**src/hdl/fcbe_pkg.sv**
```systemverilog
`timescale 1ns / 1ps
`default_nettype none
// ----------------------------------------------------------------------------
// fcbe_pkg
// Shared types and codes of the front-coding block encoder.
// ----------------------------------------------------------------------------
package fcbe_pkg;

    typedef enum logic [1:0]
    {
        CMD_CHAR  = 2'd0,
        CMD_END   = 2'd1,
        CMD_FLUSH = 2'd2,
        CMD_NONE  = 2'd3
    } cmd_e;

    localparam logic KIND_DATA  = 1'b0;
    localparam logic KIND_INDEX = 1'b1;

    typedef struct packed
    {
        logic [1:0] cmd;
        logic [7:0] ch;
    } item_t;

    typedef struct packed
    {
        logic        kind;
        logic [7:0]  data_byte;
        logic [31:0] index_offset;
        logic        last;
    } result_t;

    // one step of the coder: at most one result, and whether the item is finished
    typedef struct packed
    {
        logic        emit;
        logic        done;
        logic        kind;
        logic [7:0]  data_byte;
        logic [31:0] index_offset;
    } step_t;

endpackage
`default_nettype wire

```
**src/hdl/fcbe_chan_if.sv**
```systemverilog
`timescale 1ns / 1ps
`default_nettype none
// ----------------------------------------------------------------------------
// fcbe_chan_if
// Valid/ready channel carrying one payload per transaction.
// ----------------------------------------------------------------------------
interface fcbe_chan_if #(parameter type data_t = logic);

    logic  valid;
    logic  ready;
    data_t data;

    modport source
    (
        output valid,
        output data,
        input  ready
    );

    modport sink
    (
        input  valid,
        input  data,
        output ready
    );

endinterface
`default_nettype wire

```
**src/hdl/fcbe_coder.sv**
```systemverilog
`timescale 1ns / 1ps
`default_nettype none
// ----------------------------------------------------------------------------
// fcbe_coder
// Coding state, previous-word store and the single-result step logic.
// ----------------------------------------------------------------------------
module fcbe_coder #(
    parameter int WORDS_PER_BLOCK = 16,
    parameter int WORD_BYTES      = 32
) (
    input  wire logic          clk,
    input  wire logic          rst_n,
    input  wire logic [1:0]    cmd,
    input  wire logic [7:0]    ch,
    input  wire logic          fire,
    output fcbe_pkg::step_t    step
);
    import fcbe_pkg::*;

    localparam int PW = $clog2(WORD_BYTES);
    localparam int SW = $clog2(WORDS_PER_BLOCK);

    logic [7:0]    word_mem [WORD_BYTES];
    logic [7:0]    rd_data_reg;

    logic [PW-1:0] cpos_reg,   cpos_next;
    logic [PW-1:0] plen_reg,   plen_next;
    logic          match_reg,  match_next;
    logic [SW-1:0] slot_reg,   slot_next;
    logic          opened_reg, opened_next;
    logic [31:0]   offset_reg, offset_next;
    logic          pad_reg,    pad_next;

    logic wr_en;
    logic end_step;
    logic pad_step;
    logic flush_cont;
    logic slot_zero;
    logic slot_wrap;
    logic char_room;
    logic hit;

    assign slot_zero = (slot_reg == '0);
    assign slot_wrap = (slot_reg == SW'(WORDS_PER_BLOCK - 1));
    assign char_room = (cpos_reg < PW'(WORD_BYTES - 1));
    // rd_data_reg always holds the stored character at the current position
    assign hit       = (cpos_reg < plen_reg) && (rd_data_reg == ch);

    always_comb
    begin
        step        = '0;
        step.done   = 1'b1;
        step.kind   = KIND_DATA;
        cpos_next   = cpos_reg;
        plen_next   = plen_reg;
        match_next  = match_reg;
        slot_next   = slot_reg;
        opened_next = opened_reg;
        offset_next = offset_reg;
        pad_next    = pad_reg;
        wr_en       = 1'b0;
        end_step    = 1'b0;
        pad_step    = 1'b0;
        flush_cont  = 1'b0;

        case (cmd_e'(cmd))
            CMD_CHAR:
            begin
                if (ch != 8'd0)
                begin
                    if (!opened_reg)
                    begin
                        step.emit         = 1'b1;
                        step.kind         = KIND_INDEX;
                        step.index_offset = offset_reg;
                        opened_next       = 1'b1;
                        step.done = !(char_room && (slot_zero || !match_reg || !hit));
                    end
                    else if (!char_room)
                    begin
                        step.done = 1'b1;
                    end
                    else if (slot_zero || !match_reg)
                    begin
                        step.emit      = 1'b1;
                        step.data_byte = ch;
                        wr_en          = 1'b1;
                        cpos_next      = cpos_reg + 1'b1;
                    end
                    else if (hit)
                    begin
                        wr_en     = 1'b1;
                        cpos_next = cpos_reg + 1'b1;
                    end
                    else
                    begin
                        // shared prefix length first, the character on the next step
                        step.emit      = 1'b1;
                        step.data_byte = 8'(cpos_reg);
                        match_next     = 1'b0;
                        step.done      = 1'b0;
                    end
                end
            end
            CMD_END:
            begin
                end_step = 1'b1;
            end
            CMD_FLUSH:
            begin
                if (pad_reg)
                begin
                    pad_step = 1'b1;
                end
                else if (cpos_reg != '0)
                begin
                    end_step   = 1'b1;
                    flush_cont = 1'b1;
                end
                else if (!opened_reg && slot_zero)
                begin
                    // whole empty block: index entry, then one zero per slot
                    step.emit         = 1'b1;
                    step.kind         = KIND_INDEX;
                    step.index_offset = offset_reg;
                    opened_next       = 1'b1;
                    pad_next          = 1'b1;
                    step.done         = 1'b0;
                end
                else if (!slot_zero)
                begin
                    pad_step = 1'b1;
                end
                else
                begin
                    step.done = 1'b1;
                end
            end
            default:
            begin
                step.done = 1'b1;
            end
        endcase

        if (end_step)
        begin
            if (!opened_reg)
            begin
                step.emit         = 1'b1;
                step.kind         = KIND_INDEX;
                step.index_offset = offset_reg;
                opened_next       = 1'b1;
                step.done         = 1'b0;
            end
            else if (!slot_zero && (cpos_reg != '0) && match_reg)
            begin
                step.emit      = 1'b1;
                step.data_byte = 8'(cpos_reg);
                match_next     = 1'b0;
                step.done      = 1'b0;
            end
            else
            begin
                step.emit = 1'b1;
                step.done = !flush_cont;
                pad_step  = 1'b0;
            end
        end

        if (pad_step)
        begin
            step.emit = 1'b1;
            step.done = slot_wrap;
            pad_next  = 1'b1;
        end

        // zero terminator closes the word and moves to the next slot
        if ((end_step && step.emit && step.kind == KIND_DATA && step.data_byte == 8'd0
             && !(match_next != match_reg)) || pad_step)
        begin
            plen_next  = cpos_reg;
            cpos_next  = '0;
            match_next = 1'b1;
            if (slot_wrap)
            begin
                slot_next   = '0;
                opened_next = 1'b0;
            end
            else
            begin
                slot_next = slot_reg + 1'b1;
            end
        end

        if (step.emit && step.kind == KIND_DATA)
        begin
            offset_next = offset_reg + 32'd1;
        end

        if (step.done)
        begin
            pad_next = 1'b0;
        end
    end

    always_ff @(posedge clk or negedge rst_n)
    begin
        if (!rst_n)
        begin
            cpos_reg   <= '0;
            plen_reg   <= '0;
            match_reg  <= 1'b1;
            slot_reg   <= '0;
            opened_reg <= 1'b0;
            offset_reg <= '0;
            pad_reg    <= 1'b0;
        end
        else if (fire)
        begin
            cpos_reg   <= cpos_next;
            plen_reg   <= plen_next;
            match_reg  <= match_next;
            slot_reg   <= slot_next;
            opened_reg <= opened_next;
            offset_reg <= offset_next;
            pad_reg    <= pad_next;
        end
    end

    // write and read never hit the same entry in one cycle
    always_ff @(posedge clk)
    begin
        if (fire && wr_en)
        begin
            word_mem[cpos_reg] <= ch;
        end
        rd_data_reg <= word_mem[fire ? cpos_next : cpos_reg];
    end

endmodule
`default_nettype wire

```
**src/hdl/front_coding_block_encoder.sv**
```systemverilog
`timescale 1ns / 1ps
`default_nettype none
// ----------------------------------------------------------------------------
// front_coding_block_encoder
// Front-codes a sorted word stream in blocks, with block index entries.
// ----------------------------------------------------------------------------
// Usage:
//   item   : one transaction per command (character, end of word, flush).
//   result : data bytes (kind 0) and block index entries (kind 1); last marks
//            the final result of one item.
// An accepted item sits in an input register; while the output register
// is free, one coder step per cycle forms at most one result into it.
// Throughput is one item per cycle while each item gives at most one
// result and the receiver does not stall; an item with more results holds
// the input until its last one (up to WORDS_PER_BLOCK + 3 results on a flush
// that ends the last word of a block and then writes a whole empty block).
// The coder step and its word-store read set this rate.
// Reset clears the coding state and both valid flags; the previous-word
// store is not cleared, and is only read where the last word wrote it.
// When the receiver stalls, the result waits in the output register, one
// further item is held in the input register, then item ready drops.
// ----------------------------------------------------------------------------
module front_coding_block_encoder #(
    parameter int WORDS_PER_BLOCK = 16,
    parameter int WORD_BYTES      = 32
) (
    input  wire logic          clk,
    input  wire logic          rst_n,
    fcbe_chan_if.sink          item,
    fcbe_chan_if.source        result
);
    import fcbe_pkg::*;

    item_t   item_reg;
    logic    busy_reg;
    result_t out_reg;
    logic    out_valid_reg;

    step_t   step;
    logic    out_free;
    logic    fire;
    logic    take;

    assign out_free   = !out_valid_reg || result.ready;
    assign fire       = busy_reg && out_free;
    assign item.ready = !busy_reg || (fire && step.done);
    assign take       = item.valid && item.ready;

    assign result.valid = out_valid_reg;
    assign result.data  = out_reg;

    fcbe_coder #(
        .WORDS_PER_BLOCK (WORDS_PER_BLOCK),
        .WORD_BYTES      (WORD_BYTES)
    ) u_coder (
        .clk   (clk),
        .rst_n (rst_n),
        .cmd   (item_reg.cmd),
        .ch    (item_reg.ch),
        .fire  (fire),
        .step  (step)
    );

    always_ff @(posedge clk or negedge rst_n)
    begin
        if (!rst_n)
        begin
            busy_reg      <= 1'b0;
            out_valid_reg <= 1'b0;
        end
        else
        begin
            if (take)
            begin
                busy_reg <= 1'b1;
            end
            else if (fire && step.done)
            begin
                busy_reg <= 1'b0;
            end

            if (fire && step.emit)
            begin
                out_valid_reg <= 1'b1;
            end
            else if (result.ready)
            begin
                out_valid_reg <= 1'b0;
            end
        end
    end

    always_ff @(posedge clk)
    begin
        if (take)
        begin
            item_reg <= item.data;
        end
        if (fire && step.emit)
        begin
            out_reg.kind         <= step.kind;
            out_reg.data_byte    <= step.data_byte;
            out_reg.index_offset <= step.index_offset;
            out_reg.last         <= step.done;
        end
    end

endmodule
`default_nettype wire

```
**src/flat_wrapper.sv**
```systemverilog
// flat-port wrapper written by rule: the top's interface ports become plain ports
module front_coding_block_encoder_flat import fcbe_pkg::*;
#(
    parameter int WORDS_PER_BLOCK = 16,
    parameter int WORD_BYTES      = 32
)
  (clk, rst_n, item_valid, item_data, item_ready, result_valid, result_data, result_ready);
  fcbe_chan_if #(.data_t(item_t)) item_i ();
  fcbe_chan_if #(.data_t(result_t)) result_i ();
  input  wire logic clk;
  input  wire logic rst_n;
  input wire logic [$bits(item_i.valid)-1:0] item_valid;
  input wire logic [$bits(item_i.data)-1:0] item_data;
  output wire logic [$bits(item_i.ready)-1:0] item_ready;
  output wire logic [$bits(result_i.valid)-1:0] result_valid;
  output wire logic [$bits(result_i.data)-1:0] result_data;
  input wire logic [$bits(result_i.ready)-1:0] result_ready;
  assign item_i.valid = item_valid;
  assign item_i.data = item_data;
  assign item_ready = item_i.ready;
  assign result_valid = result_i.valid;
  assign result_data = result_i.data;
  assign result_i.ready = result_ready;
  front_coding_block_encoder #(.WORDS_PER_BLOCK(WORDS_PER_BLOCK), .WORD_BYTES(WORD_BYTES)) u_core (.clk(clk), .rst_n(rst_n), .item(item_i), .result(result_i));
endmodule
```
**config.mk**
```make
export PLATFORM = sky130hd
export DESIGN_NAME = front_coding_block_encoder_flat
export DESIGN_NICKNAME = d
export VERILOG_FILES = /design/src/hdl/fcbe_pkg.sv /design/src/hdl/fcbe_chan_if.sv /design/src/hdl/fcbe_coder.sv /design/src/hdl/front_coding_block_encoder.sv /design/src/flat_wrapper.sv
export SDC_FILE = /design/constraint.sdc
export NUM_CORES = 1
export LEC_CHECK = 0
export ABC_CLOCK_PERIOD_IN_PS = 5300
export BUFFER_PORTS_ARGS = -buffer_cell sky130_fd_sc_hd__buf_4
export CORE_MARGIN = 4
export CORE_UTILIZATION = 61
export CTS_CLUSTER_DIAMETER = 40
export DETAILED_ROUTE_END_ITERATION = 10
export PLACE_DENSITY = 0.88
export SLEW_MARGIN = 0
export SYNTH_ARGS = -nofsm -noshare
export SYNTH_HDL_FRONTEND = slang
export SYNTH_SLANG_ARGS = --single-unit
export TNS_END_PERCENT = 100
```
**constraint.sdc**
```tcl
create_clock -name clk -period 5.3 [get_ports clk]
set_input_delay 1.06 -clock clk [delete_from_list [all_inputs] [get_ports clk]]
set_output_delay 1.06 -clock clk [all_outputs]
set_load 0.02 [all_outputs]
```
==> flow_summary.yaml, run 1 <==
run_status:
  status: "finished, final reports clean"
detailed_routing:
  drtPass1Iterations: 6
  first_iter_violations: 1618
  wl_per_cell_um: 24.3
  wirelength_mm: 37.0
  vias: 9952
  vias_per_cell: 6.54
  drc: 0
  drt.antenna.violating_nets: 0
critical_path:
  critical_path_class: "reg2reg"
  arrival_ns: 5.42
  end_kind: "flip-flop"
  cp_slowest_stage_delay_ns: 0.73
  cpLargestDelayFamily: "compound AO/OA/AOI/OAI gates"
  reg2reg_depth: 16
  crit_required_ns: 5.76
  r2r_start: "u_core.u_coder.cpos_reg[2]"
  crit_chain: "ha_1, a21oi_1, o21ai_0, a31oi_1, nand2_1, ha_1, a21oi_1, nor3_1, a21oi_4, a31oi_4, inv_2, nand2_1, and3_1, o21ai_0, a311oi_1, a31oi_1"
  start_kind: "flip-flop"
  critPathSlowestCell: "dfrtp_1"
  r2r_end: "u_core.u_coder.rd_data_reg[6]"
  cp_max_fo: 24
  regToRegSetupSlack_ns: 0.34
  worst-path-buf-inv: 1
yosys:
  postSynthCellCount: 1086
  syn_nets: 1115
  ys.flop_type: "edfxtp_1"
  muxShareOfSynthArea_pct: 2.09
  yosys_warnings: 0
  syn-cell-area_um2: 15100
  async_reset_ff_share_pct: 13.9
  synthSimpleGateAreaFrac_pct: 10.6
  syn_area_per_cell_um2: 13.9
  synth_top_area_share_pct: 61.3
  netlist_top_cells_area: "edfxtp_1 (61%), dfrtp_1 (8.3%), nand2_1 (3.1%), o221ai_1 (2.0%), mux2i_1 (1.8%)"
  synth_edf_count: 308
  synth_compound_area_share_pct: 10.5
  synth_xor_area_share_pct: 2.32
  synth_seq_area_share_pct: 70.8
  synth_top_family_by_area: "simple AND/OR/NAND/NOR gates"
  post_synth_fa_ha_maj_area_fraction_pct: 1.24
  ys_types: 73
  ys_seq_elements: 367
  yosysTopAreaCell: "edfxtp_1"
place:
  gp_congestion: 0.965
  dp_hpwl_mm: 23.2
  place_ws_ns: 0.639
  io_buffers: 57
global_routing:
  grt_max_degree: 52
  grt_pass1_vias: 9741
  grt-ovfl-total: 0
  grt_pass1_wl_mm: 56.7
  antenna_found_initial: 1
  track_usage_pct: 27.4
power:
  p_leak_nw: 6.31
  irDropWorstVdd_mv: 0.359
  power_density_nw_per_um2: 555
sta:
  finalHoldViolations: 0
  final_max_slew_viol_count: 0
  period_share_pct: 93.7
  setup_violations: 0
  min_period_ns: 4.96
  timing.hold.ws_ns: 0.461
  skew_ns: 0.0199
  worst_pin_slew_ns: 1.01
  rsz0062_at_grt: "no"
  fin_ws_ns: 0.336
  fmax_ghz: 0.201
  slew_headroom_pct: 32.4
  fin_setup_tns_ns: 0
clocking:
  cts_max_level: 2
  cts-buffers-inserted: 41
  clk_latency_ns: 0.53
  cts_resized: 0
  cts.clk_slew.worst_paths_ns: 0.06
  cts-root-buf: "clkbuf_16"
  ctsHoldBuffers: 0
  postCtsSetupBuffers: 0
  clock_sinks: 367
  cts_buffer_depth: 3
  cts_tree: "done"
cells_and_area:
  fin_util_pct: 71.4
  area_growth_pct: 15.0
  final_nets: 1195
  fillCellCount: 1449
  antenna_cells: 0
  largest_reg_flops: 256
  layout_common_cells: "edfxtp_1 (308), nand2_1 (124), buf_4 (93), nor2_1 (54), dfrtp_1 (50)"
  final_common_cell: "edfxtp_1"
  final_layout_size_suffix_gt1_share_pct: 15.4
die:
  fp.dieW_um: 165
  pin_count: 58
  die_area_um2: 27300
  start_util_pct: 62.1
  die_y_um: 165
  core-area_um2: 24300
  num_rows: 57
flow_run:
  drv_cap: 0
hold_path:
  holdCritStartpoint: "u_core.u_coder.offset_reg[31]"
  min_to: "u_core.u_coder.offset_reg[31]"
  hp-class: "reg2reg"
  hold_depth: 1
-- power breakdown --
group          leakage, nW  internal, W  total [W]  switching [W]
Sequential            3.54      0.00344    0.00363       0.000185
Combinational         2.08      0.00102    0.00306        0.00205
Clock                0.691      0.00180    0.00295        0.00115
Total                 6.31      0.00626    0.00964        0.00338
-- metrics by stage --
stage               area [um^2]  power [W]  std cells
global placement          15900    0.00649       1447
floorplan                 15100    0.00559       1086
finish                    17400    0.00964       1522
CTS                       17400    0.00955       1522
detailed placement        15900    0.00657       1447
global route              17400    0.00997       1522
-- synth_stat cells (all sizes together) (3+ instances only) --
master   instances
o21ai           41
nand2b           5
a31oi           23
a21oi           30
xnor2           26
nor3b            3
nor2b            3
or3              7
or4              3
or3b             3
a22oi            4
o221ai          35
buf             24
a221o            4
a211o            3
and2            37
a21o             3
inv             23
a211oi           6
a32oi            9
a22o             5
a311oi           5
o221a            3
and3            22
o22ai           29
nand4            5
o2bb2ai          3
mux2             4
nor2            54
dfrtp           50
dfxtp            8
nand2          124
o31ai            3
nor3            26
edfxtp         308
nand3           31
xor2            14
clkbuf          33
mux2i           27
ha              15
-- per-layer routing --
metal | global-route usage, % | vias up | share of wire, %
met5 | 0 | - | 0
met4 | 11.5 | 0 | 4.4
met3 | 6.40 | 135 | 12
met2 | 43.4 | 744 | 47
met1 | 37.0 | 4759 | 37
li1 | - | 4314 | -
-- kinds of logic (layout without fill, tap and decap cells) --
family,after synthesis,after routing
flip-flops,367,367
buffers and inverters,80,192
multiplexers,31,31
adder cells (fa/ha/maj),15,15
AND/OR/NAND/NOR,332,332
XOR/XNOR,40,40
AO/OA/AOI/OAI,221,221
-- how the worst max path moves through the flow --
| stage | to | from | slack (ns) | cells past startpoint |
|---|---|---|---|---|
| floorplan | u_core.u_coder.rd_data_reg[6] | u_core.item_reg[0] | 1.51 | 15 |
| global placement | u_core.u_coder.rd_data_reg[2] | u_core.u_coder.cpos_reg[2] | 0.73 | 16 |
| detailed placement | u_core.u_coder.rd_data_reg[2] | u_core.u_coder.cpos_reg[0] | 0.64 | 14 |
| CTS | u_core.u_coder.rd_data_reg[2] | u_core.u_coder.cpos_reg[2] | 0.60 | 16 |
| global route | u_core.u_coder.rd_data_reg[6] | u_core.u_coder.cpos_reg[2] | 0.14 | 16 |
| finish | u_core.u_coder.rd_data_reg[6] | u_core.u_coder.cpos_reg[2] | 0.34 | 16 |
-- final cells by class --
cell class	count	area (um^2)	share of cell area, %
clock buffers	48	1060	6.12
clock inverters	27	354	2.04
inverters	23	86.3	0.497
multi-input cells	639	4050	23.3
flip-flops and latches	367	10700	61.6
well taps	324	405	2.34
repair buffers	94	718	4.14
(Power assumes the default switching activity.)
==> run 2: changes to the inputs <==
--- a/config.mk
+++ b/config.mk
@@ -5,13 +5,14 @@
 export SDC_FILE = /design/constraint.sdc
 export NUM_CORES = 1
 export LEC_CHECK = 0
+export ABC_AREA = 1
 export ABC_CLOCK_PERIOD_IN_PS = 5300
 export BUFFER_PORTS_ARGS = -buffer_cell sky130_fd_sc_hd__buf_4
 export CORE_MARGIN = 4
-export CORE_UTILIZATION = 61
+export CORE_UTILIZATION = 62
 export CTS_CLUSTER_DIAMETER = 40
 export DETAILED_ROUTE_END_ITERATION = 10
-export PLACE_DENSITY = 0.88
+export PLACE_DENSITY = 0.89
 export SLEW_MARGIN = 0
 export SYNTH_ARGS = -nofsm -noshare
 export SYNTH_HDL_FRONTEND = slang
==> run 2 against run 1 <==
Effect of this change: die area up 9.4%; wire length rose by 10%; largest cell class unchanged; clock skew is 0.0036 ns higher; sequential share of layout area is 4.8 points lower; critical path type unchanged; first-iteration DRC count rose by 12%; worst setup slack improved by 0.28 ns; clock power decreased by 4%; critical path depth grew 9.
==> flow_summary.yaml, run 2 <==
run_status:
  status: "finished, final reports clean"
clocking:
  cts_tree: "done"
  clock_sinks: 367
  cts_max_level: 2
  cts_buffer_depth: 3
  ctsHoldBuffers: 0
  postCtsSetupBuffers: 0
  clk_latency_ns: 0.54
  cts_resized: 0
  cts-root-buf: "clkbuf_16"
  cts.clk_slew.worst_paths_ns: 0.06
  cts-buffers-inserted: 40
power:
  p_int_w: 0.00629
  p_leak_nw: 8.01
  irDropWorstVdd_mv: 0.474
  combinationalPowerShare_pct: 33.4
  power_w: 0.0101
  share_seq_of_total_power_pct: 38.4
  power.switching_w: 0.00376
  swShare_pct: 37.4
  power_density_nw_per_um2: 533
  p_clk_share_pct: 28.3
die:
  core-area_um2: 26900
  num_rows: 60
  start_util_pct: 62.8
  die_y_um: 173
  fp.dieW_um: 173
  die_area_um2: 29900
  pin_count: 58
global_routing:
  grt_pass1_wl_mm: 64.1
  grt_pass1_vias: 12100
  track_usage_pct: 26.7
  grt_max_degree: 72
  grt-ovfl-total: 0
  antenna_found_initial: 0
place:
  dp_hpwl_mm: 24.1
  io_buffers: 57
  gp_congestion: 0.922
  dp_cells: 1982
critical_path:
  r2r_start: "u_core.u_coder.cpos_reg[4]"
  reg2reg_depth: 25
  end_kind: "flip-flop"
  crit_required_ns: 5.71
  critical_path_class: "reg2reg"
  r2r_end: "u_core.u_coder.rd_data_reg[4]"
  arrival_ns: 5.10
  cp_max_fo: 65
  regToRegSetupSlack_ns: 0.61
  start_kind: "flip-flop"
yosys:
  synth_edf_count: 308
  yosysTopAreaCell: "edfxtp_1"
  synth_seq_area_share_pct: 63.4
  syn_nets: 1668
  yosys_warnings: 0
  async_reset_ff_share_pct: 13.9
  synth_top_area_share_pct: 54.8
  ys_seq_elements: 367
  netlist_top_cells_area: "edfxtp_1 (55%), nand3_1 (9.0%), dfrtp_1 (7.4%), nand2_1 (6.3%), inv_1 (6.0%)"
  post-synth-top-count-cell: "edfxtp_1"
  ys_types: 46
  ys.flop_type: "edfxtp_1"
  syn_area_per_cell_um2: 10.3
  postSynthCellCount: 1639
  syn-cell-area_um2: 16900
  synth_top_cells_by_count: "edfxtp_1 (308), nand3_1 (302), nand2_1 (283), inv_1 (271), nor2_1 (105)"
hold_path:
  min_to: "u_core.u_coder.offset_reg[4]"
  hold_depth: 1
  holdCritStartpoint: "u_core.u_coder.offset_reg[4]"
  hp-class: "reg2reg"
sta:
  rsz0062_at_grt: "no"
  fin_setup_tns_ns: 0
  min_period_ns: 4.69
  skew_ns: 0.0235
  period_share_pct: 88.5
  worst_pin_slew_ns: 1.03
  fmax_ghz: 0.213
  slew_headroom_pct: 31.4
  final_max_slew_viol_count: 0
  setup_violations: 0
  finalHoldViolations: 0
detailed_routing:
  wl_per_cell_um: 19.8
  drc: 0
  first_iter_violations: 1805
  wirelength_mm: 40.8
  drt.antenna.violating_nets: 0
  vias_per_cell: 5.98
  vias: 12300
  drtPass1Iterations: 6
cells_and_area:
  area_growth_pct: 11.7
  fin_util_pct: 70.1
  antenna_cells: 0
  largest_reg_flops: 256
  finalNonFillerCells: 2055
  layout_common_cells: "edfxtp_1 (308), nand3_1 (302), nand2_1 (281), inv_1 (271), nor2_1 (105)"
  final_nets: 1712
  final_common_cell: "edfxtp_1"
  final_layout_size_suffix_gt1_share_pct: 10.5
  fillCellCount: 1754
flow_run:
  drv_cap: 0
[run 2: cell count changes in the layout (fill, tap and decap cells not counted), sizes merged, moves of 35 or more]
cell,change
nand3,+276
nor2,+57
nand2,+169
inv,+254
o221ai,-35
nand3b,+77
and2,-36
[run 2: cells by family (layout without fill, tap and decap cells)]
| group | count (synthesis) | in the layout | synth area share, % |
|---|---|---|---|
| buffers and inverters | 357 | 432 | 8.75 |
| and+or+nand+nor | 829 | 829 | 23.7 |
| DFF | 367 | 367 | 63.4 |
| adders and majority gates | 15 | 15 | 1.11 |
| AOI/OAI and AO/OA | 35 | 35 | 1.25 |
| xor gates and xnor gates | 36 | 36 | 1.87 |
[run 2: how the worst max path moves through the flow]
| stage | to | from | cells past startpoint |
|---|---|---|---|
| after floorplan | u_core.u_coder.offset_reg[28] | u_core.u_coder.cpos_reg[0] | 20 |
| after global placement | u_core.u_coder.rd_data_reg[7] | u_core.u_coder.cpos_reg[4] | 24 |
| after detailed placement | u_core.u_coder.rd_data_reg[7] | u_core.item_reg[0] | 20 |
| after CTS | u_core.u_coder.rd_data_reg[7] | u_core.item_reg[0] | 25 |
| after global routing | u_core.u_coder.rd_data_reg[7] | u_core.item_reg[0] | 25 |
| final | u_core.u_coder.rd_data_reg[4] | u_core.u_coder.cpos_reg[4] | 25 |
[run 2: layout make-up]
class                           instances  area (um^2)  share of cell area (%)
Clock buffer                           56         1140                    6.07
Clock inverter                         17          219                    1.16
Inverter                              284         1070                    5.67
Multi-Input combinational cell        915         4720                    25.1
Sequential cell                       367        10700                    56.7
Tap cell                              341          427                    2.26
Timing Repair Buffer                   75          576                    3.06
[run 2: stage by stage]
stage	hold slack (ns)	setup WS [ns]	instance area, um^2
CTS	0.469	0.744	18800
floorplan	0.442	1.99	16900
global placement	0.454	1.03	17500
finish	0.472	0.612	18800
global route	0.492	0.261	18800
detailed placement	0.457	0.824	17500
[run 2: routing by layer]
metal	wire, um	vias to the layer above	track usage (%)
met2	19500	783	43.3
met1	15300	5867	36.4
li1	-	5508	-
met3	4400	140	4.68
met5	0	-	0
met4	1540	0	10.9
[run 2: critical path, cell delays in order, from the launching register on]
cell	delay, ns
dfrtp_1	0.65
ha_1	0.35
nand2_1	0.08
nand2_1	0.05
nor2_1	0.12
nand2_1	0.10
nor2_1	0.18
nand2_2	0.13
ha_1	0.22
nand2_1	0.06
o21ai_0	0.10
nand3_1	0.13
nand4_1	0.10
nor2_1	0.15
nand3_2	0.13
nand2_2	0.10
nand2_4	0.19
nand2_4	0.63
buf_12	0.36
nand2_1	0.14
nand3_1	0.11
nand3_1	0.10
nand3_1	0.12
nand2_1	0.07
nand2_1	0.08
nand2_1	0.06
[run 2: power by group through the flow]
stage          registers, W  clock network [W]  logic (W)
3_5_place_dp        0.00389                  0    0.00324
3_3_place_gp        0.00389                  0    0.00311
6_report            0.00386            0.00284    0.00335
4_1_cts             0.00385            0.00285    0.00330
2_1_floorplan       0.00405                  0    0.00211
5_1_grt             0.00388            0.00297    0.00363
